--- src/sv/psic_pkg.sv ---
// psic_pkg: shared types and constants of the pedal and steering input conditioner
// no dependencies
package psic_pkg;
	localparam int FB = 14;
	localparam logic signed [17:0] ONE = 18'sd16384;
	localparam logic signed [17:0] TENTH = 18'sd1638;
	localparam logic [10:0] GAIN_MIN = 11'd26;
	localparam logic [10:0] GAIN_MAX = 11'd1280;
	localparam logic signed [15:0] SPEED_HALF = 16'sd128;

	localparam logic [2:0] REG_THR_GAIN = 3'd0;
	localparam logic [2:0] REG_STR_GAIN = 3'd1;
	localparam logic [2:0] REG_DZ = 3'd2;
	localparam logic [2:0] REG_BLEND = 3'd3;
	localparam logic [2:0] REG_AUTO_REV = 3'd4;

	typedef struct packed {
		logic               command;
		logic signed [15:0] throttle_raw;
		logic [14:0]        brake_raw;
		logic signed [15:0] steering_raw;
		logic               handbrake_raw;
		logic signed [15:0] road_speed;
	} in_item_t;

	typedef struct packed {
		logic [14:0]        drive_throttle;
		logic [14:0]        drive_brake;
		logic signed [15:0] drive_steering;
		logic               drive_handbrake;
		logic               reversing;
	} out_item_t;

	// datapath steps, in order of use, but OP_CLEAR is issued right after OP_LOAD
	typedef enum logic [2:0] {
		OP_LOAD, OP_DZ_START, OP_DZ_FINISH, OP_GAIN, OP_BLEND, OP_DECIDE, OP_CLEAR
	} op_t;

	typedef struct packed {
		logic       go;
		op_t        op;
		logic [1:0] lane;
	} dp_cmd_t;

	typedef struct packed {
		logic div_busy;
		logic is_clear;
	} dp_status_t;
endpackage

--- src/sv/psic_div.sv ---
// psic_div: restoring divider, one quotient bit per cycle
// depends on psic_pkg
module psic_div import psic_pkg::*; (
	input  logic        clk,
	input  logic        arst_n,
	input  logic        start,
	input  logic [14:0] num,
	input  logic [14:0] den,
	output logic        busy,
	output logic [14:0] quot
);
	// quotient of (num << 14) / den, num <= den so result fits 15 bits
	logic [4:0]  cnt_q;
	logic [15:0] rem_q;
	logic [14:0] den_q;
	logic [16:0] trial;

	assign trial = {rem_q, 1'b0} - {2'b0, den_q};

	always_ff @(posedge clk or negedge arst_n) begin
		if (!arst_n) begin
			cnt_q <= '0;
		end else if (start) begin
			cnt_q <= 5'(FB);
		end else if (cnt_q != 0) begin
			cnt_q <= cnt_q - 5'd1;
		end
	end

	always_ff @(posedge clk) begin
		if (start) begin
			// integer bit first: num equal to den gives exactly one
			if (num >= den) begin
				rem_q <= {1'b0, num - den};
				quot  <= 15'd1;
			end else begin
				rem_q <= {1'b0, num};
				quot  <= '0;
			end
			den_q <= den;
		end else if (cnt_q != 0) begin
			if (!trial[16]) begin
				rem_q <= trial[15:0];
				quot  <= {quot[13:0], 1'b1};
			end else begin
				rem_q <= {rem_q[14:0], 1'b0};
				quot  <= {quot[13:0], 1'b0};
			end
		end
	end

	assign busy = (cnt_q != 0);
endmodule

--- src/sv/psic_datapath.sv ---
// psic_datapath: registers, dead zone, gain, blend and reverse logic
// depends on psic_pkg and psic_div
module psic_datapath import psic_pkg::*; (
	input  logic        clk,
	input  logic        arst_n,
	input  dp_cmd_t     cmd,
	input  in_item_t    in_item,
	input  logic [10:0] thr_gain,
	input  logic [10:0] str_gain,
	input  logic [13:0] dz_width,
	input  logic [14:0] blend_rate,
	input  logic        auto_rev,
	output dp_status_t  status,
	output out_item_t   result
);
	logic signed [17:0] val_q [3];     // lane 0 throttle, 1 steering, 2 brake
	logic signed [15:0] thr_f_q, str_f_q;
	logic               rev_q;
	logic signed [15:0] speed_q;
	logic               hb_q, clr_q;
	logic [14:0]        dz, bl;
	logic [10:0]        gsel;
	logic signed [17:0] cur;
	logic [14:0]        mag;
	logic               neg;
	logic               div_start, div_busy;
	logic [14:0]        quot;
	logic [25:0]        gprod;
	logic [15:0]        gres;
	logic signed [17:0] diff;
	logic signed [33:0] bprod;
	logic [33:0]        pmag;
	logic signed [17:0] step, nf;
	logic signed [17:0] tf, brk, thr_in, str_in;
	logic [14:0]        brk_in;
	logic               rev_n;

	assign dz = (dz_width > 14'd8192) ? 15'd8192 : {1'b0, dz_width};
	assign bl = (blend_rate > 15'd16384) ? 15'd16384 : blend_rate;
	assign cur = val_q[cmd.lane];
	assign neg = cur[17];
	assign mag = neg ? 15'(-cur) : cur[14:0];
	assign div_start = cmd.go && cmd.op == OP_DZ_START && mag >= dz;

	psic_div u_div (
		.clk(clk), .arst_n(arst_n), .start(div_start),
		.num(mag - dz), .den(15'd16384 - dz), .busy(div_busy), .quot(quot)
	);

	always_comb begin
		gsel = (cmd.lane == 2'd0) ? thr_gain : str_gain;
		if (gsel < GAIN_MIN) gsel = GAIN_MIN;
		else if (gsel > GAIN_MAX) gsel = GAIN_MAX;
	end
	assign gprod = 26'(mag) * 26'(gsel);
	assign gres = (gprod[25:8] > 18'd16384) ? 16'd16384 : gprod[23:8];

	assign diff = (cmd.lane == 2'd0) ? cur - 18'(thr_f_q) : cur - 18'(str_f_q);
	assign bprod = 34'(diff) * $signed({19'b0, bl});
	assign pmag = bprod[33] ? -bprod : bprod;
	// round to nearest, ties away from zero
	assign step = bprod[33] ? -18'((pmag + 34'd8192) >> FB) : 18'((pmag + 34'd8192) >> FB);
	assign nf = ((cmd.lane == 2'd0) ? 18'(thr_f_q) : 18'(str_f_q)) + step;

	assign tf = 18'(thr_f_q);
	assign brk = val_q[2];
	always_comb begin
		rev_n = rev_q;
		if (auto_rev) begin
			if (speed_q < SPEED_HALF && brk > TENTH && tf < TENTH) rev_n = 1'b1;
			if (tf > TENTH) rev_n = 1'b0;
		end else begin
			rev_n = tf[17];
		end
	end

	assign thr_in = (in_item.throttle_raw > 16'sd16384) ? ONE :
		(in_item.throttle_raw < -16'sd16384) ? -ONE : 18'(in_item.throttle_raw);
	assign str_in = (in_item.steering_raw > 16'sd16384) ? ONE :
		(in_item.steering_raw < -16'sd16384) ? -ONE : 18'(in_item.steering_raw);
	assign brk_in = (in_item.brake_raw > 15'd16384) ? 15'd16384 : in_item.brake_raw;

	always_ff @(posedge clk or negedge arst_n) begin
		if (!arst_n) begin
			thr_f_q <= '0;
			str_f_q <= '0;
			rev_q   <= 1'b0;
		end else if (cmd.go) begin
			if (cmd.op == OP_CLEAR) begin
				thr_f_q <= '0;
				str_f_q <= '0;
				rev_q   <= 1'b0;
			end else if (cmd.op == OP_BLEND) begin
				if (cmd.lane == 2'd0) thr_f_q <= nf[15:0];
				else str_f_q <= nf[15:0];
			end else if (cmd.op == OP_DECIDE) begin
				rev_q <= rev_n;
			end
		end
	end

	always_ff @(posedge clk) begin
		if (cmd.go) begin
			unique case (cmd.op)
				OP_LOAD: begin
					val_q[0] <= thr_in;
					val_q[1] <= str_in;
					val_q[2] <= 18'(brk_in);
					speed_q  <= in_item.road_speed;
					hb_q     <= in_item.handbrake_raw;
					clr_q    <= in_item.command;
				end
				OP_DZ_START: if (mag < dz) val_q[cmd.lane] <= '0;
				OP_DZ_FINISH: if (cur != 0)
					val_q[cmd.lane] <= neg ? -18'(quot) : 18'(quot);
				OP_GAIN: val_q[cmd.lane] <= neg ? -18'(gres) : 18'(gres);
				OP_DECIDE: begin
					if (rev_n) begin
						result.drive_throttle <= brk[15:1];
						result.drive_brake    <= '0;
						result.drive_steering <= -str_f_q;
					end else begin
						result.drive_throttle <= tf[17] ? 15'd0 : tf[14:0];
						result.drive_brake    <= tf[17] ? 15'(-tf) : brk[14:0];
						result.drive_steering <= str_f_q;
					end
					result.drive_handbrake <= hb_q;
					result.reversing       <= rev_n;
				end
				default: ;
			endcase
		end
	end

	assign status.div_busy = div_busy;
	assign status.is_clear = clr_q;
endmodule

--- src/sv/psic_ctrl.sv ---
// psic_ctrl: sequencer for one tick through the datapath steps
// depends on psic_pkg
module psic_ctrl import psic_pkg::*; (
	input  logic       clk,
	input  logic       arst_n,
	input  logic       in_valid,
	output logic       in_ready,
	output logic       out_valid,
	input  logic       out_ready,
	input  dp_status_t status,
	output dp_cmd_t    cmd
);
	typedef enum logic [2:0] {S_IDLE, S_CHECK, S_DZ, S_WAIT, S_FIN, S_GAIN, S_BLEND, S_DEC}
		state_t;
	state_t     state_q;
	logic [1:0] lane_q;
	logic       res_free;

	// result register can take a new beat this cycle
	assign res_free = !out_valid || out_ready;
	assign in_ready = (state_q == S_IDLE);

	always_comb begin
		cmd.go = 1'b1;
		cmd.lane = lane_q;
		unique case (state_q)
			S_IDLE:  begin cmd.op = OP_LOAD; cmd.go = in_valid && in_ready; end
			S_CHECK: begin cmd.op = OP_CLEAR; cmd.go = status.is_clear; end
			S_DZ:    cmd.op = OP_DZ_START;
			S_WAIT:  begin cmd.op = OP_DZ_FINISH; cmd.go = 1'b0; end
			S_FIN:   cmd.op = OP_DZ_FINISH;
			S_GAIN:  cmd.op = OP_GAIN;
			S_BLEND: cmd.op = OP_BLEND;
			S_DEC:   begin cmd.op = OP_DECIDE; cmd.go = res_free; end
			default: begin cmd.op = OP_LOAD; cmd.go = 1'b0; end
		endcase
	end

	always_ff @(posedge clk or negedge arst_n) begin
		if (!arst_n) begin
			state_q   <= S_IDLE;
			lane_q    <= '0;
			out_valid <= 1'b0;
		end else begin
			if (state_q == S_DEC && res_free) out_valid <= 1'b1;
			else if (out_valid && out_ready) out_valid <= 1'b0;
			unique case (state_q)
				S_IDLE: if (in_valid && in_ready) state_q <= S_CHECK;
				S_CHECK: begin
					lane_q  <= 2'd0;
					state_q <= status.is_clear ? S_IDLE : S_DZ;
				end
				S_DZ: state_q <= S_WAIT;
				S_WAIT: if (!status.div_busy) state_q <= S_FIN;
				S_FIN: state_q <= (lane_q == 2'd2) ? S_DEC : S_GAIN;
				S_GAIN: state_q <= S_BLEND;
				S_BLEND: begin
					lane_q  <= lane_q + 2'd1;
					state_q <= S_DZ;
				end
				S_DEC: if (res_free) state_q <= S_IDLE;
				default: state_q <= S_IDLE;
			endcase
		end
	end
endmodule

--- src/sv/pedal_steering_input_conditioner.sv ---
// pedal_steering_input_conditioner: top level, config registers, controller and datapath
// depends on psic_pkg, psic_ctrl, psic_datapath
// three dead zone divisions per beat, one per axis, on one shared divider, plus check,
// gain, blend and decide steps; an axis inside its dead zone starts no division
// one tick at a time, no new beat until the last is done; a held result stalls only decide
// arst_n clears the smoothed state, reverse flag and handshake; config registers take reset values
module pedal_steering_input_conditioner import psic_pkg::*; (
	input  logic        clk,
	input  logic        arst_n,
	input  logic        in_valid,
	output logic        in_ready,
	input  in_item_t    in_data,
	output logic        out_valid,
	input  logic        out_ready,
	output out_item_t   out_data,
	input  logic        cfg_we,
	input  logic [2:0]  cfg_index,
	input  logic [14:0] cfg_data
);
	logic [10:0] thr_gain_q, str_gain_q;
	logic [13:0] dz_q;
	logic [14:0] blend_q;
	logic        auto_q;
	dp_cmd_t     cmd;
	dp_status_t  status;

	always_ff @(posedge clk or negedge arst_n) begin
		if (!arst_n) begin
			thr_gain_q <= 11'd256;
			str_gain_q <= 11'd256;
			dz_q       <= 14'd1638;
			blend_q    <= 15'd1787;
			auto_q     <= 1'b1;
		end else if (cfg_we) begin
			unique case (cfg_index)
				REG_THR_GAIN: thr_gain_q <= cfg_data[10:0];
				REG_STR_GAIN: str_gain_q <= cfg_data[10:0];
				REG_DZ:       dz_q       <= cfg_data[13:0];
				REG_BLEND:    blend_q    <= cfg_data;
				REG_AUTO_REV: auto_q     <= cfg_data[0];
				default: ;
			endcase
		end
	end

	psic_ctrl u_ctrl (
		.clk(clk), .arst_n(arst_n), .in_valid(in_valid), .in_ready(in_ready),
		.out_valid(out_valid), .out_ready(out_ready), .status(status), .cmd(cmd)
	);

	psic_datapath u_dp (
		.clk(clk), .arst_n(arst_n), .cmd(cmd), .in_item(in_data),
		.thr_gain(thr_gain_q), .str_gain(str_gain_q), .dz_width(dz_q),
		.blend_rate(blend_q), .auto_rev(auto_q), .status(status), .result(out_data)
	);

`ifndef SYNTHESIS
	a_reverse_zero_brake: assert property (@(posedge clk) disable iff (!arst_n)
		out_valid && out_data.reversing |-> out_data.drive_brake == 15'd0)
		else $error("brake nonzero in reverse");
	a_no_accept_busy: assert property (@(posedge clk) disable iff (!arst_n)
		in_valid && in_ready |=> !in_ready)
		else $error("beat taken while busy");
	a_throttle_range: assert property (@(posedge clk) disable iff (!arst_n)
		out_valid |-> out_data.drive_throttle <= 15'd16384)
		else $error("throttle out of range");
`endif
endmodule
--- config.mk ---
export PLATFORM = sky130hd
export DESIGN_NAME = pedal_steering_input_conditioner
export DESIGN_NICKNAME = d
export VERILOG_FILES = /design/src/sv/psic_pkg.sv /design/src/sv/psic_div.sv /design/src/sv/psic_datapath.sv /design/src/sv/psic_ctrl.sv /design/src/sv/pedal_steering_input_conditioner.sv
export SDC_FILE = /design/constraint.sdc
export NUM_CORES = 2
export LEC_CHECK = 0
export BUFFER_PORTS_ARGS = -buffer_cell sky130_fd_sc_hd__clkbuf_2
export CAP_MARGIN = 40
export CORE_MARGIN = 3
export CORE_UTILIZATION = 40
export CTS_BUF_LIST = sky130_fd_sc_hd__clkbuf_16
export DETAILED_ROUTE_END_ITERATION = 8
export PLACE_DENSITY = 0.6
export SYNTH_ARGS = -nofsm -noshare
export SYNTH_HDL_FRONTEND = slang
export SYNTH_HIERARCHICAL = 1
export SYNTH_SLANG_ARGS = --single-unit
--- constraint.sdc ---
create_clock -name clk -period 15.35 [get_ports clk]
set_clock_uncertainty 0.15 [all_clocks]
set_input_delay 0.7675 -clock clk [delete_from_list [all_inputs] [get_ports clk]]
set_output_delay 0.7675 -clock clk [all_outputs]
set_load 0.02 [all_outputs]
==> impl_metrics.env <==
export IMPL_status="finished, violations left"
export IMPL_violations="hold timing"
export IMPL_clockBufferDepth=3
export IMPL_clkSinkCount=273
export IMPL_setup_tns_ns=0
export IMPL_r2r_cells=57
export IMPL_synth_cells=3862
export IMPL_yosys_cell_types_count=119
export IMPL_cts_hold_buf=0
export IMPL_vias_per_cell=5.43
export IMPL_yosysWarningCount=6
export IMPL_r2r_end="u_dp/str_f_q[15]"
export IMPL_initial_core_util=0.405
export IMPL_cp_start_kind="register"
export IMPL_areaGrowthSynthToFinish_pct=9.52
export IMPL_dp_hpwl_um=79800
export IMPL_numCtsBuffers=29
export IMPL_slowest_stage="mux4_2"
export IMPL_clkSlewWorstSetupHoldPaths_ns=0.06
export IMPL_synth_top_area_cell="fa_1"
export IMPL_r2r_start="u_ctrl/lane_q[0]"
export IMPL_wl_um=98000
export IMPL_post_route_period_util=0.950
export IMPL_wl_per_cell_um=18.9
export IMPL_maxCapViolations=0
export IMPL_hold_ws_ns=-0.000536
export IMPL_final_cells=5171
export IMPL_grt_overflow_total=0
export IMPL_drtAntennaViolNets=0
export IMPL_drive_above_1_share=0.114
export IMPL_num_rows=108
export IMPL_yosysSeqAreaShare=0.219
export IMPL_path_class="reg -> reg"
export IMPL_die_w_um=303
export IMPL_final_util=0.443
export IMPL_cp_arrival_ns=14.90
export IMPL_crit_top_cell="a21o_1"
export IMPL_antenna_found_initial=3
export IMPL_gp_congestion=0.895
export IMPL_grt_start_max_net_pins=57
export IMPL_die_area_mm2=0.0918
export IMPL_syn_area_per_cell_um2=9.13
export IMPL_r2r_slack_ns=0.76
export IMPL_min_period_ns=14.59
export IMPL_crit_path_max_incr_delay_ns=0.64
export IMPL_firstDrtPassIters=5
export IMPL_synth_main_ff_cell="edfxtp_1"
export IMPL_grt_pass1_vias=27900
export IMPL_netlist_area_mm2=0.0353
export IMPL_relSlewSlack=0.348
export IMPL_dpl_cell_count=5113
export IMPL_crit_family="adder cells"
export IMPL_maxSlewViolCount=0
export IMPL_fin_nets=4702
export IMPL_htree_levels=1
export IMPL_synth_seq_cells=273
export IMPL_hold_viol=1
export IMPL_worstPathRequired_ns=15.66
export IMPL_worst_pin_slew_ns=0.972
export IMPL_synth_edf_count=177
export IMPL_synth_area_top_cells="fa_1 22%, edfxtp_1 15%, ha_1 8.2%"
export IMPL_worst_path_max_fanout=10
export IMPL_root_buffer="clkbuf_16"
export IMPL_netlist_area_leader_share=0.223
export IMPL_synth_fp_nets=4572
export IMPL_grt_pass1_wl_um=157000
export IMPL_design_core_area_mm2=0.0872
export IMPL_pin_count=138
export IMPL_drc=0
export IMPL_via_count=28100
export IMPL_io_buffers=130
export IMPL_cts_tree="yes"
export IMPL_cp_end_kind="register"
export IMPL_rsz0062_at_grt="false"
export IMPL_async_reset_ff_frac=0.352
export IMPL_hold_class="in -> async"
export IMPL_grtUsageTotal=0.217
export IMPL_setup_viol=0
export IMPL_dieHeight_um=303
export IMPL_path_buf_inv=6
export IMPL_worst_skew_pair_late_latency_ns=0.60
export IMPL_fmax_mhz=68.5
export IMPL_drt_iter0_drc=2078
## area by class of cell
type / instances / area [um^2]
Tap cell: 1155 / 1450
Inverter: 573 / 2150
Antenna cell: 1 / 2.50
Fill cell: 8588 / 48500
Multi-Input combinational cell: 2882 / 24900
Clock inverter: 22 / 121
Timing Repair Buffer: 233 / 1500
Sequential cell: 273 / 7740
Clock buffer: 32 / 801
## sequential cells by signal, summed over array words and instances, names as in the netlist, 14 cells and up
signal	flops
u_dp/u_div/quot	15
blend_q	15
u_dp/u_div/rem_q	16
u_dp/thr_f_q	16
u_dp/val_q	72
u_dp/result	48
dz_q	14
u_dp/str_f_q	16
u_dp/u_div/den_q	15
## metrics by stage
| step | hold WS (ns) | setup WS [ns] | instance area [um^2] |
|---|---|---|---|
| floorplan | 0.250 | 0.522 | 35300 |
| global placement | 0.252 | 0.640 | 37300 |
| detailed placement | 0.269 | 0.435 | 37600 |
| CTS | 0.00308 | 0.366 | 38500 |
| global route | 0.0234 | 0.0555 | 38600 |
| finish | -0.000536 | 0.762 | 38600 |
## worst register-to-register path, delay by kind of cell (launching register included)
kind / cells / cell delay (ns)
muxes: 1 / 0.64
buffers and inverters: 6 / 0.65
adders and majority gates: 11 / 4.85
AOI/OAI and AO/OA: 25 / 4.37
xor gates and xnor gates: 5 / 1.14
and+or+nand+nor: 9 / 2.13
DFF: 1 / 0.53
## metal layers
layer	up-vias	wire, um	GRT usage
met5	-	13	0
met4	2	3020	0.0608
met3	143	5740	0.0256
met2	865	44400	0.346
met1	13900	44800	0.311
li1	13200	-	-
## synthesized netlist by cell type, types with 12 or more instances
library cell,count
inv_1,569
and2_1,85
mux4_2,16
nand3_1,62
nor2_1,250
o21ai_0,172
o21a_1,23
o31ai_1,32
nand2_1,489
nor3_1,50
nor4_1,42
a21o_1,51
and3_1,14
ha_1,230
buf_2,12
a211oi_1,18
nand4_1,26
clkbuf_1,98
edfxtp_1,177
o211ai_1,19
nor2b_1,50
nand3b_1,16
nand2b_1,38
dfstp_2,18
mux2i_1,46
a31oi_1,31
fa_1,392
o21bai_1,12
mux2_2,54
o21ai_1,13
xnor2_1,149
a22oi_1,18
xor2_1,89
or3_1,40
dfrtp_1,78
a21oi_1,132
or2_2,19
## layout by cell type, fill, tap and decap left out, drive strengths merged, types with 42 or more instances in the layout
| master | count |
|---|---|
| nor4 | 42 |
| nand3 | 62 |
| xor2 | 89 |
| mux2i | 46 |
| mux2 | 67 |
| fa | 392 |
| buf | 104 |
| a21oi | 134 |
| nor2b | 50 |
| edfxtp | 177 |
| a21o | 53 |
| o21ai | 187 |
| xnor2 | 149 |
| nand2 | 489 |
| clkbuf | 161 |
| inv | 583 |
| ha | 230 |
| and2 | 87 |
| nor2 | 252 |
| nor3 | 52 |
| dfrtp | 78 |
## cell families after synthesis
kind of cell / after synthesis / share of synthesized area
DFF: 273 / 0.219
buffers and inverters: 707 / 0.0788
AOI/OAI and AO/OA: 653 / 0.124
adders and majority gates: 628 / 0.306
and+or+nand+nor: 1234 / 0.167
muxes: 129 / 0.0458
xor gates and xnor gates: 238 / 0.0591
## timing repair
item / 4_1_cts / 5_1_grt
resized for setup: 0 / 9
endpoints found under the setup margin: 0 / 15
setup buffers: 0 / 3
## worst max path at each step
stage / from / end / slack [ns] / cells past startpoint
floorplan: u_ctrl/lane_q[0] / u_dp/str_f_q[15] / 0.52 / 67
global placement: u_ctrl/lane_q[0] / u_dp/thr_f_q[15] / 0.64 / 56
detailed placement: u_ctrl/lane_q[0] / u_dp/str_f_q[15] / 0.43 / 56
CTS: u_ctrl/lane_q[0] / u_dp/str_f_q[15] / 0.37 / 56
global route: u_ctrl/lane_q[0] / u_dp/str_f_q[14] / 0.06 / 57
finish: u_ctrl/lane_q[0] / u_dp/str_f_q[15] / 0.76 / 57
Power is left out: the tool's default activity adds up to more than one toggle a clock period on the data nets, which glitch-free logic cannot reach.
